--- config.mk ---
export PLATFORM = sky130hd
export DESIGN_NAME = cma_ram
export DESIGN_NICKNAME = d
export VERILOG_FILES = /design/src/cma_ram.sv
export SDC_FILE = /design/constraint.sdc
export NUM_CORES = 1
export LEC_CHECK = 0
export ABC_CLOCK_PERIOD_IN_PS = 2320
export BUFFER_PORTS_ARGS = -buffer_cell sky130_fd_sc_hd__buf_2
export CAP_MARGIN = 20
export CORE_MARGIN = 1
export CORE_UTILIZATION = 40
export CTS_BUF_LIST = sky130_fd_sc_hd__clkbuf_2 sky130_fd_sc_hd__clkbuf_4 sky130_fd_sc_hd__clkbuf_8
export CTS_CLUSTER_SIZE = 20
export DETAILED_ROUTE_END_ITERATION = 16
export HOLD_SLACK_MARGIN = 0.06
export PLACE_DENSITY = 0.59
export SLEW_MARGIN = 20
export SYNTH_ARGS = -nofsm -noshare
export SYNTH_HDL_FRONTEND = slang
export SYNTH_SLANG_ARGS = --single-unit
--- constraint.sdc ---
create_clock -name clk_i -period 2.32 [get_ports clk_i]
set_input_delay 0.464 -clock clk_i [delete_from_list [all_inputs] [get_ports clk_i]]
set_output_delay 0.464 -clock clk_i [all_outputs]
set_load 0.005 [all_outputs]
--- src/cma_ram.sv ---
// Generic single write port RAM with a registered read port.
module cma_ram #(
  parameter int unsigned Width = 8,
  parameter int unsigned Depth = 16
) (
  input  logic                     clk_i,
  input  logic                     we_i,
  input  logic [$clog2(Depth)-1:0] waddr_i,
  input  logic [Width-1:0]         wdata_i,
  input  logic [$clog2(Depth)-1:0] raddr_i,
  output logic [Width-1:0]         rdata_o
);

  logic [Width-1:0] mem_q [Depth];

  always_ff @(posedge clk_i) begin
    if (we_i) begin
      mem_q[waddr_i] <= wdata_i;
    end
    rdata_o <= mem_q[raddr_i];
  end

endmodule

Word-level counts from Yosys, hierarchy flattened
Memories as Yosys holds them, arrays and structs flattened. A register that Yosys moved wholly into a read port is not among the register bits.
Index checks and enable logic that the tools add are counted.
- register bits: 0
- memory bits (writable): 128
- input port bits: 18
- output and inout port bits: 8
- word-level logic and storage cells: 3
- memories: 1
- multiplexer cells: 2
- memory list (name ; depth ; width ; rd ports ; clocked after Yosys merged registers in ; wr ports ; RTL line ; source):
    mem_q ; 16 ; 8 ; 1 ; 1 ; 1 ; 14 ; logic [Width-1:0] mem_q [Depth];
- operators by type and width (cell ; number):
    $mux 1 ; 2

Depth between registers and ports, before layout
Gate-level depths: netlist (run 1).
- depth after elaboration: 2
- gate-level depth with buffers: 5
- mapped depth without buffers: 3

Worst setup path after synthesis (run 1)
OpenSTA, ideal clock, no wires.
- path kind: input port to flip-flop
- from: in waddr_i[2]
- to: mem mem_q[0][0] (enable)
- library setup time: 383 ps
- arrival: 1574 ps
- required time: 1937 ps
- slack: 363 ps
- cell stages on the path: 2
- buffers on the path: 0
- path through: or3b_2 -> nor3_1
- RTL lines (element ; RTL line ; source):
    start: declaration ; 8 ; input logic [$clog2(Depth)-1:0] waddr_i,
    end: declaration ; 14 ;
Straight into the memory's write port.

==> impl_metrics.py, run 1 <==
metrics = {
    "floorplan": {
        "die_h_um": 115.4,
        "dieArea_um2": 13330,
        "io_pins": 26,
        "die-width_um": 115.4,
        "rows": 41,
        "floorplan.initialDensity": 0.4096,
        "core_area_um2": 12570,
    },
    "clock_tree": {
        "clkTransAtPathRegs_ns": 0.08,
        "numCtsBuffers": 17,
        "clock_sinks": 136,
        "cts_tree": "yes",
        "root_buffer": "clkbuf_8",
        "cts_hold_buf": 0,
        "ctsResizeCount": 0,
        "cts_max_level": 4,
        "clock_latency_ns": 0.44,
        "postCtsSetupBuffers": 0,
        "clock_path_buffers": 2,
    },
    "timing": {
        "setup_viol": 0,
        "fmax_mhz": 665.2,
        "grt_setup_unrepaired": "false",
        "worst_pin_slew_ns": 0.5401,
        "fin_crit_ns": 1.503,
        "slew_headroom": 0.6386,
        "finalHoldViolCount": 0,
        "slew_viol_final": 0,
        "timing.final.crit_share": 0.6479,
        "clock_skew_ns": 0.01084,
        "finalSetupTns_ns": 0,
    },
    "detailed_routing": {
        "wire_per_inst_um": 20.23,
        "drtIter0Drc": 223,
        "first_pass_iters": 4,
        "via_count": 2396,
        "antenna_left": 0,
        "drc": 0,
        "totalWireLength_um": 9468,
        "vias_per_cell": 5.120,
    },
    "logic_synthesis": {
        "ys.flop_type": "edfxtp_1",
        "yosys_warnings": 0,
        "yosysSeqAreaShare": 0.7778,
        "syn_nets": 247,
        "yosysTopAreaCell": "edfxtp_1",
        "syn_area_um2": 5147,
        "syn_avg_cell_area_um2": 22.48,
        "synthCells": 229,
        "ys_seq_elements": 136,
        "synthArstFlopShare": 0,
        "synth_edf_count": 128,
        "synth_top_area_frac": 0.7467,
        "synth.distinct_cells": 19,
        "post_synth_main_area_contributors": "edfxtp_1 (75%), mux4_2 (7.9%), mux4_1 (7.1%)",
    },
    "placed_design": {
        "place_inst": 436,
        "gp_congestion": 0.6923,
        "dp_hpwl_um": 6021,
        "port-buffer-count": 25,
    },
    "final_layout": {
        "final_cells": 468,
        "drive_above_1_share": 0.3243,
        "nNetsFinal": 301,
        "synthToLayoutAreaGrowth_pct": 15.85,
        "diodes": 0,
        "num-fill-cells": 1034,
    },
    "critical_path": {
        "critical_path_class": "in2reg",
        "cp_slowest_cell": "mux4_1",
        "slowest_delay_ns": 0.61,
        "crit_family": "multiplexers",
        "crit_chain": "buf_2 -> buf_12 -> mux4_1 -> a22oi_1 -> nand2_1",
        "crit_buf_inv": 2,
        "arrival_ns": 1.84,
        "endpoint_kind": "flip-flop",
        "worstPathRequired_ns": 2.66,
        "start_kind": "input port",
        "crit_fanout": 31,
    },
    "global_route": {
        "grt_use_total": 0.1599,
        "overflow": 0,
        "grt_first_pass_wirelength_um": 14470,
        "grt_max_degree": 32,
        "use_met3": 0.03975,
        "grt_pass1_vias": 2474,
        "grtUsageMet1": 0.2024,
        "met2_usage": 0.2571,
        "grt_antenna_before_repair": 0,
        "top_usage_layer": "met2",
    },
    "pwr": {
        "peakVddDrop_mv": 0.3348,
        "p_leak_nw": 2.006,
        "power_density_nw_per_um2": 817.8,
    },
    "worst_hold_path": {
        "worstHoldPathType": "in2reg",
    },
    "flow_run": {
        "cap_violations": 0,
    },
    "run_status": {
        "outcome": "finished, final reports clean",
    },
}
-- registers in the layout, summed over array words and instances (netlist names) --
| register | cells |
|---|---|
| mem_q | 128 |
| rdata_o | 8 |
-- cells in the final DEF, fill, tap and decap left out, drive strengths merged --
master and instances:
clkbuf 17, buf 45, dfxtp 8, nor2 13, and2 1, inv 2, nand3b 2, and2b 1
nor2b 1, nand3 1, or3b 1, mux4 32, nand2b 2, nand2 9, bufinv 2, clkinvlp 2
a22oi 16, nor3 4, edfxtp 128, clkinv 9
-- synth_stat cells (2+ instances only) --
cell type,number
buf_6,3
nor3_1,4
edfxtp_1,128
mux4_1,14
clkdlybuf4s25_2,3
buf_2,3
dfxtp_1,8
mux4_2,18
a22oi_1,16
nand2b_1,2
nand3b_1,2
nor2_1,13
nand2_1,9
-- cell type report --
class | instances | area, um2 | area share
clock buffers | 17 | 234.0 | 0.03924
multi-input cells | 83 | 1057 | 0.1773
flip-flops and latches | 136 | 4004 | 0.6714
repair buffers | 45 | 300.3 | 0.05036
well taps | 172 | 215.2 | 0.03609
clock inverters | 15 | 152.6 | 0.02560
-- power by group --
part	internal (mW)	switching, mW
sequential	2.74	0.0134
combinational	0.110	0.139
clock	0.954	0.917
total	3.81	1.07
-- final timing paths --
| path | from | endpoint | slack [ns] | cells past startpoint |
|---|---|---|---|---|
| setup reg to reg | mem_q[0][1] | rdata_o[1] | 0.96 | 3 |
| setup / recovery | raddr_i[0] | rdata_o[1] | 0.82 | 5 |
| hold / removal | wdata_i[1] | mem_q[13][1] | 0.40 | 1 |
| hold reg to reg | mem_q[12][3] | rdata_o[3] | 0.66 | 3 |
-- kinds of logic (layout without fill, tap and decap cells) --
family / count (synthesis) / after routing / share of synthesized area
flops: 136 / 136 / 0.7778
simple gates: 35 / 35 / 0.03184
buf+inv: 10 / 77 / 0.01677
mux: 32 / 32 / 0.1502
compound gates: 16 / 16 / 0.02334
-- through the flow --
stage	hold slack, ns	util	instance area [um2]	total power [mW]	setup slack (ns)
floorplan	0.5629	-	5147	2.950	0.3631
global placement	0.6528	0.4437	5577	3.060	0.3516
detailed placement	0.6562	0.4437	5577	3.067	0.3564
CTS	0.3923	0.4745	5963	4.920	0.8289
global route	0.3974	0.4745	5963	5.047	0.7693
finish	0.4048	0.4745	5963	4.877	0.8168
-- metal layers --
layer,share of wire,up-vias
li1,-,1081
met1,0.44,1246
met2,0.50,56
met3,0.041,13
met4,0.019,0
met5,0,-
Power figures use the tool's default switching activity.
==> run 2: changes to the inputs <==
- ABC_CLOCK_PERIOD_IN_PS: 2320 -> 1250
- PLACE_DENSITY: 0.59 -> 0.61
- clock period: 2.32 -> 1.25 ns (I/O delays scaled with it)
==> run 2 against run 1 <==
  * The run now ends with negative setup slack left
  * Global-route usage up 0.19 points
  * Critical path depth fell by 2
  * First-iteration DRC count down 20%
  * Via count grew 0.54%
  * Largest cell class unchanged
==> impl_metrics.py, run 2 (same netlist as run 1, synthesis figures left out) <==
metrics = {
    "timing": {
        "worst_pin_slew_ns": 0.8331,
        "fmax_mhz": 776.2,
        "setup_viol": 3,
        "finalHoldViolCount": 0,
        "slew_headroom": 0.4426,
        "grt_setup_unrepaired": "true",
        "slew_viol_final": 0,
        "layout_setup_ws_ns": -0.03826,
        "fin_crit_ns": 1.288,
        "timing.final.crit_share": 1.031,
        "clock_skew_ns": 0.01165,
    },
    "clock_tree": {
        "clkTransAtPathRegs_ns": 0.08,
        "clock_sinks": 136,
        "numCtsBuffers": 17,
        "cts_max_level": 4,
        "clock_latency_ns": 0.42,
        "cts_tree": "yes",
        "clock_path_buffers": 2,
        "root_buffer": "clkbuf_8",
    },
    "global_route": {
        "grt_antenna_before_repair": 0,
        "grt_pass1_vias": 2538,
        "use_met3": 0.05439,
        "top_usage_layer": "met2",
        "grt_max_degree": 19,
        "grtUsageMet1": 0.2071,
        "met2_usage": 0.2607,
        "grt_first_pass_wirelength_um": 14690,
        "grt_use_total": 0.1618,
        "overflow": 0,
    },
    "detailed_routing": {
        "vias_per_cell": 5.082,
        "antenna_left": 0,
        "via_count": 2409,
        "wire_per_inst_um": 20.10,
        "first_pass_iters": 4,
        "drc": 0,
        "totalWireLength_um": 9529,
        "drtIter0Drc": 178,
    },
    "flow_run": {
        "cap_violations": 0,
    },
    "final_layout": {
        "final_cells": 474,
        "postLayoutCellArea_um2": 6082,
        "largest_reg_flops": 128,
        "layout_common_cells": "edfxtp_1 (128), mux4_2 (32), buf_2 (25)",
        "fin_util": 0.4839,
        "nNetsFinal": 308,
        "final_common_cell": "edfxtp_1",
        "synthToLayoutAreaGrowth_pct": 18.16,
        "largest_registers": "mem_q x128, rdata_o x8",
        "diodes": 0,
        "largest-register": "mem_q",
        "drive_above_1_share": 0.4305,
    },
    "critical_path": {
        "crit_fanout": 1,
        "crit_family": "multiplexers",
        "slowest_delay_ns": 0.48,
        "crit_chain": "mux4_2 -> a22oi_2 -> nand2_1",
        "endpoint_kind": "flip-flop",
        "worstPathRequired_ns": 1.54,
        "start_kind": "flip-flop",
        "crit_buf_inv": 0,
        "arrival_ns": 1.58,
        "cp_slowest_cell": "mux4_2",
        "critical_path_class": "reg2reg",
    },
    "worst_hold_path": {
        "worstHoldPathType": "in2reg",
    },
    "floorplan": {
        "die-width_um": 115.4,
        "io_pins": 26,
        "dieArea_um2": 13330,
        "rows": 41,
        "die_h_um": 115.4,
        "floorplan.initialDensity": 0.4096,
        "core_area_um2": 12570,
    },
    "run_status": {
        "outcome": "finished, violations left",
        "violations": "negative setup slack",
    },
    "placed_design": {
        "port-buffer-count": 25,
        "pre_cts_ws_ns": -0.3819,
        "dp_hpwl_um": 6115,
        "place_inst": 443,
        "gp_congestion": 0.7014,
        "placedInstanceArea_um2": 5682,
    },
    "pwr": {
        "power_density_nw_per_um2": 1480,
        "peakVddDrop_mv": 0.5994,
        "p_leak_nw": 1.998,
    },
}
-- run 2: routing by layer --
| metal | vias to the layer above | wire (um) |
|---|---|---|
| met5 | - | 0 |
| met4 | 0 | 73 |
| met3 | 4 | 484 |
| met2 | 70 | 4689 |
| met1 | 1255 | 4281 |
| li1 | 1080 | - |
-- run 2: worst paths after layout --
| kind | startpoint | endpoint | slack (ns) | cells after the start |
|---|---|---|---|---|
| setup / recovery | mem_q[3][6] | rdata_o[6] | -0.04 | 3 |
| hold / removal | wdata_i[5] | mem_q[2][5] | 0.21 | 1 |
| setup reg to reg | mem_q[3][6] | rdata_o[6] | -0.04 | 3 |
| hold reg to reg | mem_q[14][4] | rdata_o[4] | 0.67 | 3 |
-- run 2: repair_timing --
action                                  4_1_cts  5_1_grt
setup buffers                                 0        0
hold buffers                                  0        0
cloned                                        0        0
endpoints found under the setup margin        7        8
gates resized for setup                       7        1
pin swaps                                     3        3
-- run 2: through the flow --
| stage | total power, mW | hold slack, ns | setup TNS, ns |
|---|---|---|---|
| after floorplan | 5.508 | 0.3489 | -1.541 |
| after global placement | 5.739 | 0.6275 | -18.39 |
| after detailed placement | 5.753 | 0.6279 | -20.57 |
| after CTS | 9.092 | 0.1868 | -0.08297 |
| after global routing | 9.348 | 0.1906 | -0.4899 |
| final | 9.004 | 0.2056 | -0.07293 |
-- run 2: power by group --
part	switching [mW]	internal [mW]	total [mW]
Sequential	0.0280	5.09	5.12
Combinational	0.283	0.252	0.535
Clock	1.61	1.74	3.35
Total	1.92	7.08	9.00
-- run 2: cell type report --
type / count / area (um2)
fill: 1035 / 6486
clock buffer: 17 / 234.0
multi-input combinational: 83 / 1091
tap: 172 / 215.2
clock inverter: 14 / 135.1
sequential: 136 / 4004
timing repair buffer: 52 / 402.9
==> run 3: changes to the inputs <==
- CORE_UTILIZATION: 40 -> 54
- CTS_BUF_LIST: sky130_fd_sc_hd__clkbuf_2 sky130_fd_sc_hd__clkbuf_4 sky130_fd_sc_hd__clkbuf_8 -> unset
- PLACE_DENSITY: 0.61 -> 0.77
==> run 3 against run 2 <==
  * Design area increased by 2.3%
  * Via count is 1.8% higher
  * Worst setup slack better by 0.014 ns
  * Clock skew is 0.0078 ns lower
  * The flow still finishes with violations (negative setup slack)
  * Die area decreased by 26%
==> impl_metrics.py, run 3 (same netlist as run 1, synthesis figures left out) <==
metrics = {
    "detailed_routing": {
        "first_pass_iters": 4,
        "drc": 0,
        "totalWireLength_um": 9347,
        "drtIter0Drc": 132,
        "antenna_left": 0,
        "via_count": 2453,
        "wire_per_inst_um": 21.74,
        "vias_per_cell": 5.705,
    },
    "critical_path": {
        "slowest_delay_ns": 0.51,
        "crit_chain": "mux4_2 -> a22oi_2 -> nand2_1",
        "arrival_ns": 1.68,
        "rrSetupSlack_ns": -0.02,
        "crit_family": "multiplexers",
        "endpoint_kind": "flip-flop",
        "worstPathRequired_ns": 1.66,
        "crit_fanout": 1,
        "crit_buf_inv": 0,
        "start_kind": "flip-flop",
        "cp_slowest_cell": "mux4_2",
        "critical_path_class": "reg2reg",
    },
    "placed_design": {
        "dp_hpwl_um": 6074,
        "placedInstanceArea_um2": 5583,
        "gp_congestion": 0.6713,
        "port-buffer-count": 25,
    },
    "global_route": {
        "met2_usage": 0.3552,
        "overflow": 0,
        "grt_first_pass_wirelength_um": 14700,
        "grt_use_total": 0.2174,
        "grt_antenna_before_repair": 0,
        "grt_max_degree": 19,
        "grtUsageMet1": 0.2730,
        "top_usage_layer": "met2",
        "use_met3": 0.05903,
        "grt_pass1_vias": 2635,
    },
    "pwr": {
        "peakVddDrop_mv": 0.8711,
        "pwr-share-clk": 0.464,
        "seqPwrFrac": 0.486,
        "intPower_mw": 8.464,
        "power_density_nw_per_um2": 1694,
        "p_comb_frac": 0.050,
        "p_sw_frac": 0.1970,
        "p_leak_nw": 2.080,
        "total_power_mw": 10.54,
        "switching_power_mw": 2.077,
    },
    "timing": {
        "layout_setup_ws_ns": -0.02431,
        "slew_headroom": 0.4124,
        "grt_setup_unrepaired": "true",
        "whs_ns": 0.1166,
        "timing.final.crit_share": 1.019,
        "setup_viol": 2,
        "fmax_mhz": 784.7,
        "finalHoldViolCount": 0,
        "worst_pin_slew_ns": 0.8781,
        "clock_skew_ns": 0.003829,
        "slew_viol_final": 0,
        "fin_crit_ns": 1.274,
    },
    "final_layout": {
        "final_common_cell": "edfxtp_1",
        "largest_registers": "mem_q x128, rdata_o x8",
        "nNetsFinal": 307,
        "synthToLayoutAreaGrowth_pct": 20.86,
        "drive_above_1_share": 0.4385,
        "layout_common_cells": "edfxtp_1 (128), mux4_2 (32), buf_2 (25)",
        "fin_util": 0.6733,
        "seq_area_um2": 4004,
        "diodes": 0,
        "postLayoutCellArea_um2": 6221,
        "largest_reg_flops": 128,
        "multiInputGateArea_um2": 1106,
        "num-fill-cells": 580,
        "largest-register": "mem_q",
    },
    "worst_hold_path": {
        "worstHoldPathType": "in2reg",
    },
    "run_status": {
        "violations": "negative setup slack",
        "outcome": "finished, violations left",
    },
    "clock_tree": {
        "clock_sinks": 136,
        "clock_path_buffers": 2,
        "numCtsBuffers": 17,
        "clock_latency_ns": 0.51,
        "cts_hold_buf": 0,
        "postCtsSetupBuffers": 0,
        "cts_max_level": 4,
        "clkTransAtPathRegs_ns": 0.06,
        "root_buffer": "clkbuf_8",
        "cts_tree": "yes",
    },
    "floorplan": {
        "die-width_um": 99.64,
        "floorplan.initialDensity": 0.5571,
        "core_area_um2": 9240,
        "die_h_um": 99.64,
        "rows": 35,
        "dieArea_um2": 9927,
        "io_pins": 26,
    },
    "flow_run": {
        "cap_violations": 0,
    },
}
==> run 3: cell types whose count changed in the layout (fill, tap and decap cells not counted), moves of 2 or more <==
cell	change
clkinv_2	-3
buf_12	-3
a22oi_2	+3
clkbuf_16	+16
clkbuf_8	-14
a22oi_1	-3
buf_4	+2
==> run 3: what timing repair did <==
item,in CTS,in global routing
endpoints found under the setup margin,8,7
gates resized for setup,9,2
pin swaps,2,4
==> run 3: cell type report <==
| cell class | count | share of cell area |
|---|---|---|
| flip-flops and latches | 136 | 0.6436 |
| multi-input cells | 83 | 0.1778 |
| clock buffers | 19 | 0.07100 |
| repair buffers | 51 | 0.05752 |
| well taps | 129 | 0.02595 |
| clock inverters | 12 | 0.02414 |
==> run 3: final timing paths <==
path	startpoint	endpoint	cells after the start
min reg2reg	mem_q[15][6]	rdata_o[6]	3
min	wdata_i[0]	mem_q[5][0]	1
max reg2reg	mem_q[7][1]	rdata_o[1]	3
max	mem_q[7][1]	rdata_o[1]	3
==> run 3: routing by layer <==
metal / part of all wire / wire length [um] / up-vias
met5: 0 / 0 / -
met4: 0.025 / 231 / 0
met3: 0.059 / 550 / 20
met2: 0.51 / 4777 / 91
met1: 0.41 / 3788 / 1261
li1: - / - / 1081
==> run 3: metrics by stage <==
step                      worst slack [ns]  std cells   TNS, ns
after floorplan                    -0.1331        229    -1.541
after global placement             -0.3596        399    -16.56
after detailed placement           -0.3775        399    -20.92
after CTS                        -0.007096        430  -0.01655
after global routing              -0.05984        430   -0.2115
final                             -0.02431        430  -0.02662
==> run 3: power by group through the flow <==
stage	clock network, mW	logic, mW	registers (mW)
after floorplan	0	0.291	5.22
after global placement	0	0.491	5.22
after detailed placement	0	0.505	5.22
after CTS	4.96	0.528	5.13
after global routing	5.16	0.567	5.14
final	4.89	0.525	5.13
